File: config.mk
export PLATFORM = sky130hd
export DESIGN_NAME = gf2m_matrix2x2_inverse_top
export DESIGN_NICKNAME = d
export VERILOG_FILES = /design/src/hdl/g2mi_pkg.sv /design/src/hdl/g2mi_mul_step.sv /design/src/hdl/g2mi_euclid_step.sv /design/src/hdl/gf2m_matrix2x2_inverse_top.sv
export SDC_FILE = /design/constraint.sdc
export NUM_CORES = 1
export LEC_CHECK = 0
export ABC_AREA = 1
export BUFFER_PORTS_ARGS = -buffer_cell sky130_fd_sc_hd__buf_4
export CAP_MARGIN = 0
export CORE_ASPECT_RATIO = 0.5
export CORE_MARGIN = 4
export CORE_UTILIZATION = 55
export DETAILED_ROUTE_END_ITERATION = 6
export MAX_ROUTING_LAYER = met4
export PLACE_DENSITY = 0.74
export SKIP_CTS_REPAIR_TIMING = 1
export SLEW_MARGIN = 40
export SYNTH_ARGS = -nofsm -noshare
export SYNTH_HDL_FRONTEND = slang
export SYNTH_SLANG_ARGS = --single-unit
File: constraint.sdc
create_clock -name clock -period 5.88 [get_ports clock]
set_clock_uncertainty 0.15 [all_clocks]
set_input_delay 1.176 -clock clock [delete_from_list [all_inputs] [get_ports clock]]
set_output_delay 1.176 -clock clock [all_outputs]
set_load 0.02 [all_outputs]
File: src/hdl/g2mi_pkg.sv
// Shared transaction types for the GF(2^m) 2x2 matrix inverse block.
// Holds the request and response payload structs; depends on nothing.
package g2mi_pkg;

   // Fixed field widths of the request and response payloads.
   localparam int DEGREE_W = 4;
   localparam int POLY_W   = 9;
   localparam int ELEM_W   = 8;

   typedef struct packed {
      logic [DEGREE_W-1:0] degree;
      logic [POLY_W-1:0]   reduce_poly;
      logic [ELEM_W-1:0]   elem_a;
      logic [ELEM_W-1:0]   elem_b;
      logic [ELEM_W-1:0]   elem_c;
      logic [ELEM_W-1:0]   elem_d;
   } req_type;

   typedef struct packed {
      logic [ELEM_W-1:0] inv_00;
      logic [ELEM_W-1:0] inv_01;
      logic [ELEM_W-1:0] inv_10;
      logic [ELEM_W-1:0] inv_11;
   } rsp_type;

endpackage

File: src/hdl/g2mi_mul_step.sv
// One Horner step of a bit-serial GF(2^m) multiplier, MSB of the multiplier first.
// Purely combinational; depends on no package.
module g2mi_mul_step #(
   parameter int W = 8
) (
   input  logic [W-1:0]         acc_i,
   input  logic [W-1:0]         addend_i,
   input  logic                 bit_i,
   input  logic [W:0]           poly_i,
   input  logic [$clog2(W)-1:0] msb_i,
   output logic [W-1:0]         acc_o
);

   logic         ovf;
   logic [W:0]   shifted;

   // Doubling modulo the polynomial: the top term cancels against bit m of the polynomial.
   always_comb begin
      ovf     = acc_i[msb_i];
      shifted = {acc_i, 1'b0} ^ (ovf ? poly_i : '0);
      acc_o   = shifted[W-1:0] ^ (bit_i ? addend_i : '0);
   end

endmodule

File: src/hdl/g2mi_euclid_step.sv
// One step of the shift-and-xor extended Euclidean algorithm over GF(2)[x].
// Purely combinational; depends on no package.
module g2mi_euclid_step #(
   parameter int W = 8
) (
   input  logic [W:0] r0_i,
   input  logic [W:0] r1_i,
   input  logic [W:0] s0_i,
   input  logic [W:0] s1_i,
   output logic [W:0] r0_o,
   output logic [W:0] r1_o,
   output logic [W:0] s0_o,
   output logic [W:0] s1_o
);

   localparam int MW = $clog2(W + 1);

   logic [MW-1:0] deg0;
   logic [MW-1:0] deg1;
   logic [MW-1:0] sh;
   logic          swap;

   // Leading-term positions of both remainders.
   always_comb begin
      deg0 = '0;
      deg1 = '0;
      for (int i = 0; i <= W; i++) begin
         if (r0_i[i]) deg0 = MW'(i);
         if (r1_i[i]) deg1 = MW'(i);
      end
   end

   // Swap when the first remainder is the smaller one, otherwise cancel its top term.
   always_comb begin
      swap = (r0_i == '0) || (deg0 < deg1);
      sh   = deg0 - deg1;
      if (swap) begin
         r0_o = r1_i;
         r1_o = r0_i;
         s0_o = s1_i;
         s1_o = s0_i;
      end else begin
         r0_o = r0_i ^ (r1_i << sh);
         r1_o = r1_i;
         s0_o = s0_i ^ (s1_i << sh);
         s1_o = s1_i;
      end
   end

endmodule

File: src/hdl/gf2m_matrix2x2_inverse_top.sv
// Inverts a 2x2 matrix over GF(2^m) with one shared bit-serial field multiplier.
// After the accepting edge it forms the two determinant products, runs one Euclid step at a
// time until the second remainder is zero plus a finishing step, then the four output products;
// a singular matrix skips the last two. The response then holds until it is accepted.
// One transaction at a time; a new request can be taken in the cycle after the response
// leaves. Reset is synchronous and active high; it returns the sequencer to idle.
module gf2m_matrix2x2_inverse_top #(
   parameter int MAX_DEGREE = 8
) (
   input  logic              clock,
   input  logic              reset,
   input  logic              req_valid,
   output logic              req_ready,
   input  g2mi_pkg::req_type req_data,
   output logic              rsp_valid,
   input  logic              rsp_ready,
   output g2mi_pkg::rsp_type rsp_data
);

   import g2mi_pkg::*;

   localparam int W  = MAX_DEGREE;
   localparam int MW = $clog2(W + 1);
   localparam int IW = $clog2(W);

   // Sequencer states.
   localparam logic [2:0] ST_IDLE = 3'd0;
   localparam logic [2:0] ST_MUL1 = 3'd1;
   localparam logic [2:0] ST_MUL2 = 3'd2;
   localparam logic [2:0] ST_INV  = 3'd3;
   localparam logic [2:0] ST_MULO = 3'd4;
   localparam logic [2:0] ST_DONE = 3'd5;

   // Output slot order, following the response fields.
   localparam logic [1:0] SLOT_00 = 2'd0;
   localparam logic [1:0] SLOT_01 = 2'd1;
   localparam logic [1:0] SLOT_10 = 2'd2;
   localparam logic [1:0] SLOT_11 = 2'd3;

   logic [2:0]    state_ff, state_in;
   logic [MW-1:0] m_ff, m_in;
   logic [W:0]    poly_ff, poly_in;
   logic [W-1:0]  a_ff, a_in, b_ff, b_in, c_ff, c_in, d_ff, d_in;
   logic [W-1:0]  acc_ff, acc_in;
   logic [IW-1:0] cnt_ff, cnt_in;
   logic [W-1:0]  det_ff, det_in;
   logic [W-1:0]  inv_ff, inv_in;
   logic [W:0]    r0_ff, r0_in, r1_ff, r1_in, s0_ff, s0_in, s1_ff, s1_in;
   logic [1:0]    k_ff, k_in;
   rsp_type       rsp_ff, rsp_in;

   logic [MW-1:0] m_req;
   logic [W-1:0]  mask_req;
   logic [W:0]    poly_ext;
   logic [W:0]    poly_req;
   logic [IW-1:0] msb;
   logic [W-1:0]  mul_addend;
   logic          mul_bit;
   logic [W-1:0]  mul_acc;
   logic [W-1:0]  det_sum;
   logic [W:0]    s0_red;
   logic [W:0]    r0_step, r1_step, s0_step, s1_step;
   logic [ELEM_W-1:0] field_out;

   // Clamp the degree and build the element mask and the reduction polynomial.
   always_comb begin
      if (req_data.degree < DEGREE_W'(2)) begin
         m_req = MW'(2);
      end else if (int'(req_data.degree) > W) begin
         m_req = MW'(W);
      end else begin
         m_req = MW'(req_data.degree);
      end
      poly_ext = (W + 1)'(req_data.reduce_poly);
      for (int i = 0; i < W; i++) begin
         mask_req[i] = (i < int'(m_req));
      end
      for (int i = 0; i <= W; i++) begin
         poly_req[i] = (i < int'(m_req)) ? poly_ext[i] : (i == int'(m_req));
      end
   end

   assign msb = IW'(m_ff - MW'(1));

   // Operand selection for the shared multiplier.
   always_comb begin
      mul_addend = a_ff;
      mul_bit    = d_ff[cnt_ff];
      case (state_ff)
         ST_MUL2: begin
            mul_addend = b_ff;
            mul_bit    = c_ff[cnt_ff];
         end
         ST_MULO: begin
            mul_bit = inv_ff[cnt_ff];
            case (k_ff)
               SLOT_00: mul_addend = d_ff;
               SLOT_01: mul_addend = b_ff;
               SLOT_10: mul_addend = c_ff;
               SLOT_11: mul_addend = a_ff;
               default: mul_addend = a_ff;
            endcase
         end
         default: begin
            mul_addend = a_ff;
            mul_bit    = d_ff[cnt_ff];
         end
      endcase
   end

   g2mi_mul_step #(.W(W)) u_mul (
      .acc_i    (acc_ff),
      .addend_i (mul_addend),
      .bit_i    (mul_bit),
      .poly_i   (poly_ff),
      .msb_i    (msb),
      .acc_o    (mul_acc)
   );

   g2mi_euclid_step #(.W(W)) u_euclid (
      .r0_i (r0_ff),
      .r1_i (r1_ff),
      .s0_i (s0_ff),
      .s1_i (s1_ff),
      .r0_o (r0_step),
      .r1_o (r1_step),
      .s0_o (s0_step),
      .s1_o (s1_step)
   );

   // Final reduction of the Bezout coefficient and the narrowed product.
   assign det_sum   = det_ff ^ mul_acc;
   assign s0_red    = s0_ff[m_ff] ? (s0_ff ^ poly_ff) : s0_ff;
   assign field_out = ELEM_W'(mul_acc);

   // Sequencer: load, two determinant products, Euclid loop, four output products.
   always_comb begin
      state_in = state_ff;
      m_in     = m_ff;
      poly_in  = poly_ff;
      a_in     = a_ff;
      b_in     = b_ff;
      c_in     = c_ff;
      d_in     = d_ff;
      acc_in   = acc_ff;
      cnt_in   = cnt_ff;
      det_in   = det_ff;
      inv_in   = inv_ff;
      r0_in    = r0_ff;
      r1_in    = r1_ff;
      s0_in    = s0_ff;
      s1_in    = s1_ff;
      k_in     = k_ff;
      rsp_in   = rsp_ff;
      case (state_ff)
         ST_IDLE: begin
            if (req_valid) begin
               m_in     = m_req;
               poly_in  = poly_req;
               a_in     = W'(req_data.elem_a) & mask_req;
               b_in     = W'(req_data.elem_b) & mask_req;
               c_in     = W'(req_data.elem_c) & mask_req;
               d_in     = W'(req_data.elem_d) & mask_req;
               acc_in   = '0;
               cnt_in   = IW'(m_req - MW'(1));
               state_in = ST_MUL1;
            end
         end
         ST_MUL1: begin
            acc_in = mul_acc;
            cnt_in = cnt_ff - IW'(1);
            if (cnt_ff == '0) begin
               det_in   = mul_acc;
               acc_in   = '0;
               cnt_in   = msb;
               state_in = ST_MUL2;
            end
         end
         ST_MUL2: begin
            acc_in = mul_acc;
            cnt_in = cnt_ff - IW'(1);
            if (cnt_ff == '0) begin
               if (det_sum == '0) begin
                  rsp_in   = '0;
                  state_in = ST_DONE;
               end else begin
                  r0_in    = poly_ff;
                  r1_in    = {1'b0, det_sum};
                  s0_in    = '0;
                  s1_in    = (W + 1)'(1);
                  state_in = ST_INV;
               end
            end
         end
         ST_INV: begin
            if (r1_ff == '0) begin
               if (r0_ff == (W + 1)'(1)) begin
                  inv_in   = s0_red[W-1:0];
                  acc_in   = '0;
                  cnt_in   = msb;
                  k_in     = SLOT_00;
                  state_in = ST_MULO;
               end else begin
                  // Reducible polynomial sharing a factor with det: no inverse.
                  rsp_in   = '0;
                  state_in = ST_DONE;
               end
            end else begin
               r0_in = r0_step;
               r1_in = r1_step;
               s0_in = s0_step;
               s1_in = s1_step;
            end
         end
         ST_MULO: begin
            acc_in = mul_acc;
            cnt_in = cnt_ff - IW'(1);
            if (cnt_ff == '0) begin
               case (k_ff)
                  SLOT_00: rsp_in.inv_00 = field_out;
                  SLOT_01: rsp_in.inv_01 = field_out;
                  SLOT_10: rsp_in.inv_10 = field_out;
                  SLOT_11: rsp_in.inv_11 = field_out;
                  default: rsp_in.inv_11 = field_out;
               endcase
               acc_in = '0;
               cnt_in = msb;
               k_in   = k_ff + 2'd1;
               if (k_ff == SLOT_11) begin
                  state_in = ST_DONE;
               end
            end
         end
         ST_DONE: begin
            if (rsp_ready) begin
               state_in = ST_IDLE;
            end
         end
         default: begin
            state_in = ST_IDLE;
         end
      endcase
   end

   // Control state with synchronous reset.
   always_ff @(posedge clock) begin
      if (reset) begin
         state_ff <= ST_IDLE;
      end else begin
         state_ff <= state_in;
      end
   end

   // Datapath registers.
   always_ff @(posedge clock) begin
      m_ff    <= m_in;
      poly_ff <= poly_in;
      a_ff    <= a_in;
      b_ff    <= b_in;
      c_ff    <= c_in;
      d_ff    <= d_in;
      acc_ff  <= acc_in;
      cnt_ff  <= cnt_in;
      det_ff  <= det_in;
      inv_ff  <= inv_in;
      r0_ff   <= r0_in;
      r1_ff   <= r1_in;
      s0_ff   <= s0_in;
      s1_ff   <= s1_in;
      k_ff    <= k_in;
      rsp_ff  <= rsp_in;
   end

   assign req_ready = (state_ff == ST_IDLE);
   assign rsp_valid = (state_ff == ST_DONE);
   assign rsp_data  = rsp_ff;

endmodule

==> flow_metrics.tcl <==
set metrics [dict create \
    cell_with_the_most_instances_after_synthesis "sky130_fd_sc_hd__nand2_1" \
    number_of_instances_in_the_synthesized_netlist 1002 \
    syn_nets 1068 \
    power.switching_mw 1.944 \
    tritoncts_clock_tree "yes" \
    synth_area_per_cell_sq_um 8.393 \
    maxCapViolCount 0 \
    globalRouteTotalUtil_pct 26.89 \
    intPower_mw 2.575 \
    worst_setup_hold_path_clk_slew_ps 70 \
    synth_enable_flop_cells 142 \
    detailedPlace.worstSlack_ps 1745 \
    cp-start-kind "register" \
    worst_min_delay_path_category "register to register" \
    drtAntennaViolNets 0 \
    synth_top_family_by_area "simple AND/OR/NAND/NOR gates" \
    synth-xor-area-share_pct 2.708 \
    dp_hpwl_mm 16.15 \
    most_instantiated_flip_flop_cell_in_the_synthesis_netlist "sky130_fd_sc_hd__edfxtp_1" \
    synth_common_cells "sky130_fd_sc_hd__nand2_1 (225), sky130_fd_sc_hd__inv_1 (162), sky130_fd_sc_hd__edfxtp_1 (142)" \
    postLayoutCoreUtil_pct 66.26 \
    post-route-min-period_ps 4091 \
    timing.setup.tns_ps 0 \
    post_synth_instance_area_sq_mm 0.008409 \
    crit_path_max_fanout 18 \
    routed_via_density 5.563 \
    core_area_sq_mm 0.01470 \
    power.share.combinational_pct 40.8 \
    clock_sink_count 145 \
    timing.critical_path.slowest_stage_cell "sky130_fd_sc_hd__clkinv_1" \
    total_of_warnings_raised_by_yosys 0 \
    slew_headroom_pct 44.56 \
    post_synth_mux_area_share_pct 0 \
    antennaDiodeCount 0 \
    routed_wirelength_mm 22.11 \
    worst_ep_required_time_ps 5890 \
    first_pass_grt_wire_length_mm 34.89 \
    die-area_sq_mm 0.01745 \
    timing.final.setup_violations 0 \
    cts_buffer_depth 2 \
    areaGrowthSynthToFinish_pct 15.83 \
    numPortBuffers 82 \
    post-route-drc-count 0 \
    drt_pass1_iterations 5 \
    slew_violations 0 \
    critical_path.top_delay_family "compound AO/OA/AOI/OAI gates" \
    ioPinCount 83 \
    post-synth-top-area-fraction_pct 50.71 \
    finalHoldViolations 0 \
    synth-compound-area-share_pct 11.31 \
    post-synth-top-area-cell "sky130_fd_sc_hd__edfxtp_1" \
    grt_antenna_before_repair 0 \
    synth-adder-area-share_pct 2.619 \
    worst_slack_ps 1789 \
    cts-buffers-inserted 17 \
    worst_skew_late_latency_ps 430 \
    ctsHtreeMaxLevel 4 \
    rrSetupSlack_ps 1790 \
    power_density_mw_per_mm2 463.9 \
    vias 7120 \
    num-nets-final 1135 \
    detail_route.wl_per_cell_microns 17.27 \
    outcome "finished clean" \
    max_stage_delay_ps 590 \
    detailedRoute.firstIterationViolations 904 \
    finalCritPeriodShare_pct 69.57 \
    rsz0062_at_grt "false" \
    rd_place_congestion 0.9273 \
    swShare_pct 43.01 \
    die_height_microns 95.44 \
    critPathKind "register to register" \
    worst_pin_slew_ps 830.7 \
    ys_types 42 \
    fmax_ghz 0.2444 \
    end_kind "register" \
    first_global_vias 6607 \
    cts.root.buffer_cell "sky130_fd_sc_hd__clkbuf_16" \
    crit_buf_inv 1 \
    asr_flop_ratio_synth_pct 0 \
    p_clk_share_pct 24.3 \
    timing.critical_path.arrival_ps 4100 \
    pin_count_of_the_biggest_net_entering_global_routing 46 \
    top_post_synthesis_cells_by_area "sky130_fd_sc_hd__edfxtp_1 (51%), sky130_fd_sc_hd__nand2_1 (10%), sky130_fd_sc_hd__inv_1 (7.2%)" \
    yosysSeqAreaShare_pct 51.42 \
    vdd_drop_max_mv 0.2675 \
    start_util_pct 57.20 \
    timing.critical_path.cells "o21ai_0, a21oi_1, o21ai_0, nand2_1, ha_2, fa_1, xnor2_1, clkinv_1, o211ai_1, o211ai_1, a21oi_1, o21ai_0, o211ai_1, o21ai_0" \
    row_count 31 \
    grt-ovfl-total 0 \
    path_common_cell "sky130_fd_sc_hd__o21ai_0" \
    sequentialPowerShare_pct 34.9 \
    drive_gt1_share_pct 14.79 \
    postSynthRegisterBits 145 \
    leakage_nw 4.327 \
    die-width_microns 182.9 \
    post_synth_and_or_nand_nor_area_fraction_pct 22.07 \
]
==> layout by cell type, fill, tap and decap left out, drive strengths merged, types with 2 or more instances in the layout <==
| cell | instances |
|---|---|
| a21oi | 60 |
| a31oi | 5 |
| buf | 85 |
| clkbuf | 17 |
| clkinv | 5 |
| clkinvlp | 3 |
| dfxtp | 3 |
| edfxtp | 142 |
| ha | 16 |
| inv | 178 |
| nand2 | 233 |
| nand3 | 73 |
| nand3b | 5 |
| nand4 | 5 |
| nor2 | 111 |
| nor3 | 3 |
| nor4 | 2 |
| o211ai | 18 |
| o21a | 2 |
| o21ai | 72 |
| o221ai | 6 |
| or2 | 3 |
| xnor2 | 5 |
| xor2 | 21 |
==> registers in the layout (all words and copies together), names as in the netlist <==
signal and flops:
b_ff 8, a_ff 8, d_ff 8, s0_ff 9, rsp_data 32, r0_ff 9
state_ff 3, k_ff 2, poly_ff 9, det_ff 8, c_ff 8, r1_ff 9
s1_ff 9, inv_ff 8, cnt_ff 3, m_ff 4, acc_ff 8
==> power by group through the flow <==
stage	Sequential (mW)	Combinational [mW]	Clock, mW
2_1_floorplan	1.57	1.32	0
3_3_place_gp	1.59	1.76	0
3_5_place_dp	1.59	1.80	0
4_1_cts	1.57	1.81	1.10
5_1_grt	1.60	2.06	1.15
6_report	1.58	1.85	1.10
==> metal layers <==
metal | up-vias | wire length [microns] | GRT usage, %
li1 | 3427 | - | -
met1 | 3307 | 10190 | 38.06
met2 | 338 | 9506 | 38.41
met3 | 48 | 1876 | 5.831
met4 | 0 | 531 | 9.789
met5 | - | 0 | -
==> worst register-to-register path: stages, from the launching register on <==
cell and delay (ps):
sky130_fd_sc_hd__edfxtp_1 450, sky130_fd_sc_hd__o21ai_0 200, sky130_fd_sc_hd__a21oi_1 80, sky130_fd_sc_hd__o21ai_0 190
sky130_fd_sc_hd__nand2_1 100, sky130_fd_sc_hd__ha_2 210, sky130_fd_sc_hd__fa_1 400, sky130_fd_sc_hd__xnor2_1 560
sky130_fd_sc_hd__clkinv_1 590, sky130_fd_sc_hd__o211ai_1 270, sky130_fd_sc_hd__o211ai_1 150, sky130_fd_sc_hd__a21oi_1 160
sky130_fd_sc_hd__o21ai_0 110, sky130_fd_sc_hd__o211ai_1 90, sky130_fd_sc_hd__o21ai_0 120
==> worst paths after layout <==
path | from | end | cells past startpoint
setup / recovery | r0_ff[2] | r0_ff[6] | 14
hold / removal | state_ff[2] | state_ff[2] | 2
setup reg to reg | r0_ff[2] | r0_ff[6] | 14
hold reg to reg | state_ff[2] | state_ff[2] | 2
==> area by class of cell <==
| class | count | area, sq um |
|---|---|---|
| multi-input combinational | 648 | 3291 |
| clock buffer | 17 | 425.4 |
| tap | 198 | 247.7 |
| sequential | 145 | 4324 |
| inverter | 172 | 648.1 |
| clock inverter | 15 | 166.4 |
| fill | 1199 | 4960 |
| timing repair buffer | 85 | 638.1 |
==> logic make-up after synthesis <==
group / Yosys count
buf+inv: 209
compound gates: 168
xor+xnor: 26
fa+ha+maj: 17
flops: 145
simple gates: 437
==> per-stage QoR <==
stage | instance area (sq um) | instances | hold slack, ps | total power, mW
after floorplan | 8409 | 1002 | 344.7 | 2.892
after global placement | 9117 | 1248 | 406.3 | 3.342
after detailed placement | 9136 | 1248 | 407.7 | 3.386
after CTS | 9728 | 1280 | 418.4 | 4.481
after global routing | 9741 | 1280 | 461.7 | 4.807
final | 9741 | 1280 | 425.3 | 4.519
(Power assumes the default switching activity.)
